[src/design/first_fit_heap_allocator_assert.svh]
// Assertion macros used by the heap allocator datapath.
`ifndef FIRST_FIT_HEAP_ALLOCATOR_ASSERT_SVH
`define FIRST_FIT_HEAP_ALLOCATOR_ASSERT_SVH

// Same-cycle implication, sampled on aclk, off while aresetn is low.
`define FFHA_CHECK(label, ante, cons) \
    label: assert property (@(posedge aclk) disable iff (!aresetn) (ante) |-> (cons)) \
        else $error("first_fit_heap_allocator: check failed");

// Next-cycle implication, sampled on aclk, off while aresetn is low.
`define FFHA_CHECK_NEXT(label, ante, cons) \
    label: assert property (@(posedge aclk) disable iff (!aresetn) (ante) |=> (cons)) \
        else $error("first_fit_heap_allocator: sequence check failed");

`endif

[src/design/ffha_pkg.sv]
// Types, constants and microprogram of the first-fit heap allocator.
package ffha_pkg;

    localparam int HEAP_BYTES = 4096;
    localparam int HEAP_SPAN  = HEAP_BYTES - (HEAP_BYTES % 8);
    localparam int GRANULES   = HEAP_SPAN / 8;
    localparam int GA_W       = $clog2(GRANULES);
    localparam int G_W        = $clog2(GRANULES + 1);
    localparam int SG_W       = GA_W;
    localparam int REQ_W      = 16;
    localparam int OFF_W      = 16;
    localparam int NG_W       = REQ_W - 2;
    localparam int PAY_W      = 12;
    localparam int LIVE_W     = G_W;
    localparam int LIVE_OUT_W = 10;
    localparam int STATUS_W   = 2;

    localparam logic CMD_ALLOC = 1'b0;
    localparam logic CMD_FREE  = 1'b1;

    typedef enum logic [STATUS_W-1:0] {
        STATUS_OK,
        STATUS_NO_SPACE,
        STATUS_BAD_POINTER
    } status_t;

    // Chunk header as kept in the header RAM, size counted in granules.
    typedef struct packed {
        logic            alloc;
        logic [SG_W-1:0] size;
    } hdr_t;

    typedef enum logic [4:0] {
        S_INIT, S_IDLE, S_DISPATCH,
        S_A_RD, S_A_EV, S_A_HIT, S_A_SPL, S_A_OK, S_A_FAIL,
        S_F_CHK, S_F_RD, S_F_EV, S_F_TEST, S_F_CLR,
        S_M_RD, S_M_EV, S_M_NX,
        S_F_OK, S_F_BAD, S_DONE
    } step_t;

    typedef enum logic [3:0] {
        C_ALWAYS, C_START, C_CMD_FREE, C_LOC_END, C_FIT, C_EXACT, C_OFF_BAD,
        C_PAST_TGT, C_AT_TGT, C_CUR_ALLOC, C_MERGE_GO, C_RD_ALLOC, C_OUT_FREE
    } cond_t;

    typedef enum logic [1:0] {LOC_HOLD, LOC_ZERO, LOC_CALC, LOC_NXT} loc_op_t;
    typedef enum logic [2:0] {
        WR_NONE, WR_INIT, WR_GRANT, WR_SPLIT, WR_CLEAR, WR_MERGE
    } wr_op_t;
    typedef enum logic [1:0] {RD_NONE, RD_LOC, RD_CALC} rd_op_t;
    typedef enum logic [2:0] {ST_HOLD, ST_GRANT, ST_NOSPACE, ST_FREED, ST_BAD} st_op_t;
    typedef enum logic [1:0] {LV_HOLD, LV_INC, LV_DEC} live_op_t;

    // One microinstruction: a two-way branch with actions on each arm.
    typedef struct packed {
        cond_t    cond;
        step_t    jmp_t;
        step_t    jmp_f;
        loc_op_t  loc_t;
        loc_op_t  loc_f;
        wr_op_t   wr_t;
        wr_op_t   wr_f;
        rd_op_t   rd;
        logic     cap;
        st_op_t   st;
        live_op_t live;
        logic     take;
        logic     emit;
    } word_t;

    // Resolved controls sent to the datapath.
    typedef struct packed {
        rd_op_t   rd;
        loc_op_t  loc;
        wr_op_t   wr;
        logic     cap;
        st_op_t   st;
        live_op_t live;
        logic     take;
        logic     emit;
    } ctrl_t;

    // Datapath conditions seen by the sequencer.
    typedef struct packed {
        logic start;
        logic cmd_free;
        logic loc_end;
        logic fit;
        logic exact;
        logic off_bad;
        logic past_tgt;
        logic at_tgt;
        logic cur_alloc;
        logic merge_go;
        logic rd_alloc;
        logic out_free;
    } flags_t;

    localparam word_t NOP_WORD = '{
        cond: C_ALWAYS, jmp_t: S_IDLE, jmp_f: S_IDLE,
        loc_t: LOC_HOLD, loc_f: LOC_HOLD, wr_t: WR_NONE, wr_f: WR_NONE,
        rd: RD_NONE, cap: 1'b0, st: ST_HOLD, live: LV_HOLD,
        take: 1'b0, emit: 1'b0
    };

    function automatic word_t ucode(input step_t s);
        word_t w;
        w = NOP_WORD;
        case (s)
            S_INIT: begin
                w.wr_t = WR_INIT;
                w.jmp_t = S_IDLE;
            end
            S_IDLE: begin
                w.cond = C_START; w.take = 1'b1; w.loc_t = LOC_ZERO;
                w.jmp_t = S_DISPATCH; w.jmp_f = S_IDLE;
            end
            S_DISPATCH: begin
                w.cond = C_CMD_FREE; w.jmp_t = S_F_CHK; w.jmp_f = S_A_RD;
            end
            S_A_RD: begin
                w.cond = C_LOC_END; w.rd = RD_LOC;
                w.jmp_t = S_A_FAIL; w.jmp_f = S_A_EV;
            end
            S_A_EV: begin
                w.cond = C_FIT; w.cap = 1'b1; w.loc_f = LOC_CALC;
                w.jmp_t = S_A_HIT; w.jmp_f = S_A_RD;
            end
            S_A_HIT: begin
                w.cond = C_EXACT; w.wr_t = WR_GRANT; w.wr_f = WR_GRANT;
                w.jmp_t = S_A_OK; w.jmp_f = S_A_SPL;
            end
            S_A_SPL: begin
                w.wr_t = WR_SPLIT; w.jmp_t = S_A_OK;
            end
            S_A_OK: begin
                w.st = ST_GRANT; w.live = LV_INC; w.jmp_t = S_DONE;
            end
            S_A_FAIL: begin
                w.st = ST_NOSPACE; w.jmp_t = S_DONE;
            end
            S_F_CHK: begin
                w.cond = C_OFF_BAD; w.jmp_t = S_F_BAD; w.jmp_f = S_F_RD;
            end
            S_F_RD: begin
                w.cond = C_PAST_TGT; w.rd = RD_LOC;
                w.jmp_t = S_F_BAD; w.jmp_f = S_F_EV;
            end
            S_F_EV: begin
                w.cond = C_AT_TGT; w.cap = 1'b1; w.loc_f = LOC_CALC;
                w.jmp_t = S_F_TEST; w.jmp_f = S_F_RD;
            end
            S_F_TEST: begin
                w.cond = C_CUR_ALLOC; w.jmp_t = S_F_CLR; w.jmp_f = S_F_BAD;
            end
            S_F_CLR: begin
                w.wr_t = WR_CLEAR; w.live = LV_DEC; w.loc_t = LOC_ZERO;
                w.jmp_t = S_M_RD;
            end
            S_M_RD: begin
                w.cond = C_LOC_END; w.rd = RD_LOC;
                w.jmp_t = S_F_OK; w.jmp_f = S_M_EV;
            end
            S_M_EV: begin
                w.cond = C_MERGE_GO; w.cap = 1'b1; w.rd = RD_CALC; w.loc_f = LOC_CALC;
                w.jmp_t = S_M_NX; w.jmp_f = S_M_RD;
            end
            S_M_NX: begin
                w.cond = C_RD_ALLOC; w.loc_t = LOC_NXT; w.wr_f = WR_MERGE;
                w.jmp_t = S_M_RD; w.jmp_f = S_M_RD;
            end
            S_F_OK: begin
                w.st = ST_FREED; w.jmp_t = S_DONE;
            end
            S_F_BAD: begin
                w.st = ST_BAD; w.jmp_t = S_DONE;
            end
            S_DONE: begin
                w.cond = C_OUT_FREE; w.emit = 1'b1;
                w.jmp_t = S_IDLE; w.jmp_f = S_DONE;
            end
            default: begin
                w.jmp_t = S_IDLE;
            end
        endcase
        return w;
    endfunction

endpackage

[src/design/ffha_sequencer.sv]
// Microprogram sequencer: step counter, control ROM and branch select.
module ffha_sequencer
    import ffha_pkg::*;
(
    input  logic   aclk,
    input  logic   aresetn,
    input  flags_t flags,
    output ctrl_t  ctrl
);

    step_t step_reg, step_next;
    word_t word;
    logic  taken;

    always_comb begin
        word = ucode(step_reg);
        case (word.cond)
            C_ALWAYS:    taken = 1'b1;
            C_START:     taken = flags.start;
            C_CMD_FREE:  taken = flags.cmd_free;
            C_LOC_END:   taken = flags.loc_end;
            C_FIT:       taken = flags.fit;
            C_EXACT:     taken = flags.exact;
            C_OFF_BAD:   taken = flags.off_bad;
            C_PAST_TGT:  taken = flags.past_tgt;
            C_AT_TGT:    taken = flags.at_tgt;
            C_CUR_ALLOC: taken = flags.cur_alloc;
            C_MERGE_GO:  taken = flags.merge_go;
            C_RD_ALLOC:  taken = flags.rd_alloc;
            C_OUT_FREE:  taken = flags.out_free;
            default:     taken = 1'b0;
        endcase
    end

    always_comb begin
        step_next = taken ? word.jmp_t : word.jmp_f;
    end

    always_comb begin
        ctrl.rd   = word.rd;
        ctrl.loc  = taken ? word.loc_t : word.loc_f;
        ctrl.wr   = taken ? word.wr_t : word.wr_f;
        ctrl.cap  = word.cap;
        ctrl.st   = word.st;
        ctrl.live = word.live;
        ctrl.take = word.take;
        ctrl.emit = word.emit;
    end

    always_ff @(posedge aclk) begin
        if (!aresetn) begin
            step_reg <= S_INIT;
        end else begin
            step_reg <= step_next;
        end
    end

endmodule

[config.mk]
export PLATFORM = sky130hd
export DESIGN_NAME = ffha_sequencer
export DESIGN_NICKNAME = d
export VERILOG_FILES = /design/src/design/first_fit_heap_allocator_assert.svh /design/src/design/ffha_pkg.sv /design/src/design/ffha_sequencer.sv
export SDC_FILE = /design/constraint.sdc
export NUM_CORES = 1
export LEC_CHECK = 0
export ABC_AREA = 1
export BUFFER_PORTS_ARGS = -buffer_cell sky130_fd_sc_hd__buf_2
export CORE_MARGIN = 10
export CORE_UTILIZATION = 48
export DETAILED_ROUTE_END_ITERATION = 12
export GPL_ROUTABILITY_DRIVEN = 1
export PLACE_DENSITY = 0.9
export SLEW_MARGIN = 20
export SYNTH_ARGS = -nofsm -noshare
export SYNTH_HDL_FRONTEND = slang
export SYNTH_SLANG_ARGS = --single-unit
[constraint.sdc]
create_clock -name aclk -period 2 [get_ports aclk]
set_input_delay 0.2 -clock aclk [delete_from_list [all_inputs] [get_ports aclk]]
set_output_delay 0.2 -clock aclk [all_outputs]
set_load 0.01 [all_outputs]
After elaboration in Yosys (flattened, before gate mapping) --
Cells that the tools add are included.
Cells by class: equality and inequality tests 31, reductions and logical operators 13, mux-type cells 17
Operators by type and width (number):
- 5-bit one-hot mux with 12 select lines | 1
- 4-bit one-hot mux with 12 select lines | 1
- 5-bit one-hot mux with 9 select lines | 1
- 5-bit by 4-bit equality test with 1-bit output (second input constant) | 8
- 3-bit one-hot mux with 4 select lines | 2
- 4-bit equality test (second input constant) | 5
- 5-bit by 3-bit equality test with 1-bit output (second input constant) | 4
- 5-bit equality test (second input constant) | 4
- 4-bit by 3-bit equality test with 1-bit output (second input constant) | 4
- 2-bit OR reduction | 8
- 1-bit one-hot mux with 13 select lines | 1
- 2-bit one-hot mux with 2 select lines | 3
- 5-bit by 2-bit equality test with 1-bit output (second input constant) | 2
- 4-bit by 2-bit equality test with 1-bit output (second input constant) | 2
- 3-bit one-hot mux with 2 select lines | 1
- 3-bit OR reduction | 2
- 5-bit by 1-bit equality test with 1-bit output (second input constant) | 1
- 5-bit zero test | 1
- 5-bit two-way mux | 1
- 4-bit by 1-bit equality test with 1-bit output (second input constant) | 1
- 4-bit zero test | 1
- 2-bit two-way mux | 2
- 4-bit OR reduction | 1
- 1-bit two-way mux | 3
- 3-bit two-way mux | 1
Word-level totals: output and inout port bits 15, logic and storage cells 62, bits in registers 5, bits of input ports 14

Logic depth before layout (Yosys ltp) --
depth in word-level cells 6, gate-level depth with buffers 13, gate-level depth less buffers 12

Worst setup path before layout --
No wires, ideal clock.
path kind reg2out, start register step_reg[2], end output ctrl[11] in the netlist's numbering, stages on the path, launching flop included 11, required time 1.800 ns, buffers on the path 1, arrival 1.539 ns, slack 0.261 ns, cells stage by stage dfxtp_1 -> nor2_2 -> nand2_1 -> nor2_1 -> nand2_1 -> nand2_1 -> nor2_1 -> nand2_1 -> nor2_2 -> buf_6 -> a21oi_1
RTL lines:
- start: declaration | line ffha_sequencer.sv:11 | step_t step_reg, step_next;
- start signal: assignment | line ffha_sequencer.sv:54 | step_reg <= step_next;
- end: declaration | line ffha_sequencer.sv:8 | output ctrl_t ctrl

==> results.md <==
- Tmin final: 2080 ps
- Multi-input logic area: 757 µm²
- FF-to-FF Start: step_reg[0]
- Slew of the pin with the lowest slew margin: roughly 360 ps
- Clock sink total: 5
- Worst R2R End: step_reg[2]
- Sequential-to-total area share from yosys stat: between 10% and 20%
- Ys Warns: 0
- CP startpoint kind: flop
- Fin worst setup slack: -84.2 ps
- Maximum clock path buffer count: 2
- Register bit total from synthesis: 5
- Core Util, Final: 88.4%
- Slew Limit Fails: 0
- Core area: 1520 µm²
- Register area: 119 µm²
- Mean routed wirelength per cell: 17.5 µm
- PortBufs: 28
- Achievable Freq: 0.480 GHz
- DRT antenna net count: 0
- H-tree levels: 1
- Hold_ws: 209 ps
- Final GP Congestion: 0.948
- Syn Nets: 180
- Fin Setup TNS: -178 ps
- Vias in the first global route: 1238
- Io pins: 29
- Most common cell after layout, fill and taps aside: nand2_1
- Drt total wl: ~4.2 mm
- Cell Pwr Density: 1590 nW/µm²
- Placed cell count: 223
- Number of diodes: 0
- Net Sw Power: 1.20 mW
- Synth Cell Area: 787 µm²
- Final Non-Filler Cells: 238
- FP Rows: 14
- Slew headroom: 76.1%
- Hold Crit Class: input pin to flop
- R2r setup slk: 200 ps
- First-pass GRT wire length: 5.31 mm
- Initial antenna violation count: 0
- GRT overflow: 0
- Residual DRC: 0
- CTS hold repair buffers: 0
- Peak VDD IR: approximately 1.3 mV
- Crit path max fanout: 6
- Fillers: 90
- Clk slew on worst S/H paths: 50 ps
- Final Hold Viols: 0
- Outcome: complete, but fails checks
- Layout Area Growth over Synthesis: 71.2%
- Tcrit/Tclk final: 104%
- DR vias/cell: 6.02
- Netlist cell types: 17
- Die footprint: about 3700 µm²
- Initial Utilization: 51.6%
- Largest net degree at the start of global routing: 12
- Final setup violation count: 4
- Comb pwr share: 80.9%
- Hold Path Origin: aresetn
- Syn avg cell area: 4.74 µm²
- Drt first pass iters: 5
- Die width: 60.5 µm
- Final net count: 237
- Max FFs per register: 5
- Clk_skew: 2.56 ps
- Failing checks: negative setup slack
- Worst hold stages: 3
- DR vias: 1433
- CTS tree: yes
- Post-synthesis cell count: 166
- Num CTS Buffers: 3
- Type of the worst setup path: flop to output pin
- Max Cap Viol: 0
- Sequential power share: 13.3%
- Initial detailed-routing violation count: 120
- Pre-CTS setup slack: -30.4 ps
- Pleak: 0.805 nW
- Share of cells above drive strength 1: 44.1%
- Worst-skew pair later-pin latency: 250 ps
- Total track usage: 18.3%
- Clock power share: roughly 5.8%
- CP required: 1800 ps
- Worst r2r path cells: 12
- RSZ-0062 raised after global routing: true
- Root buf cell: clkbuf_4
- Pint: 951 µW
- Switch share: a little under three fifths
- Die height: 60.5 µm
- Critical Path End Type: output pin
- Post-DP HPWL: between 2 and 3 mm
- Worst Hold End: step_reg[3]
- Worst EP arrival: 1880 ps
- Commonest non-fill, non-tap cells in the layout: nand2_1, nor2_1, buf_2
==> power groups by stage <==
stage          registers (mW)  clock network (mW)  logic [mW]
3_5_place_dp            0.203                   0        1.23
6_report                0.285               0.125        1.74
5_1_grt                 0.294               0.129        1.84
4_1_cts                 0.246               0.121        1.29
3_3_place_gp            0.201                   0        1.19
2_1_floorplan           0.187                   0       0.826
==> per-stage QoR <==
| stage | instance area (µm²) | power [mW] |
|---|---|---|
| 3_5_place_dp | 1040 | 1.43 |
| 6_report | 1350 | 2.15 |
| 4_1_cts | 1160 | 1.65 |
| 5_1_grt | 1350 | 2.26 |
| 3_3_place_gp | 1040 | 1.39 |
| 2_1_floorplan | 787 | 1.01 |
==> final cells by class <==
class | instances | area share [%]
multi-input combinational | 139 | 56.2
inverter | 21 | 6.59
tap | 16 | 1.49
clock buffer | 3 | 1.67
sequential | 5 | 8.82
clock inverter | 1 | 0.371
timing repair buffer | 53 | 24.9
==> worst max-delay path, cell delays in order (launching register included) <==
cell and delay (ps):
dfxtp_4 380, nor2_4 170, inv_2 110, nor2_1 160, nand2_1 110, nand2_1 100, nor2_1 60, nand2_1 80
nor2_2 50, buf_6 120, a21oi_1 120, buf_2 150
==> timing repair <==
action / 4_1_cts / 5_1_grt
resized for setup: 29 / 34
buffers inserted: 1 / 10
pin swaps: 0 / 7
setup endpoints to repair: 4 / 4
==> cell families after synthesis <==
logic type	count (synthesis)	share of synthesized area, %
AO/OA/AOI/OAI	14	9.86
buffers and inverters	22	11.4
flip-flops	5	12.7
AND/OR/NAND/NOR	125	66.0
==> metal layers <==
| metal | routed length (µm) | GRT usage (%) |
|---|---|---|
| met3 | 504 | 5.64 |
| met5 | 0 | 0 |
| met1 | 1490 | 20.9 |
| met4 | 171 | 9.40 |
| met2 | 2000 | 30.0 |
==> cells in the mapped netlist (all sizes together) <==
| cell | number | area share (%) |
|---|---|---|
| nand2 | 55 | 26 |
| nor2 | 47 | 24 |
| inv | 21 | 10 |
| nand3 | 13 | 8.3 |
| o21ai | 8 | 5.1 |
| dfxtp | 5 | 13 |
| nor3 | 4 | 2.5 |
| a21oi | 3 | 1.9 |
| nand4 | 3 | 2.4 |
| nor4 | 2 | 1.6 |
| o21bai | 2 | 1.9 |
| a22oi | 1 | 0.95 |
| buf | 1 | 1.4 |
| nand3b | 1 | 0.95 |
==> worst max-delay path by stage <==
| stage | from | to | slack [ps] | depth (start not counted) |
|---|---|---|---|---|
| 3_3_place_gp | step_reg[3] | ctrl[11] | 60 | 10 |
| 2_1_floorplan | step_reg[2] | ctrl[11] | 260 | 10 |
| 6_report | step_reg[0] | ctrl[11] | -80 | 11 |
| 3_5_place_dp | step_reg[3] | ctrl[11] | -30 | 10 |
| 4_1_cts | step_reg[3] | ctrl[11] | 5 | 10 |
| 5_1_grt | step_reg[0] | ctrl[11] | -140 | 11 |
(Power assumes the default switching activity.)
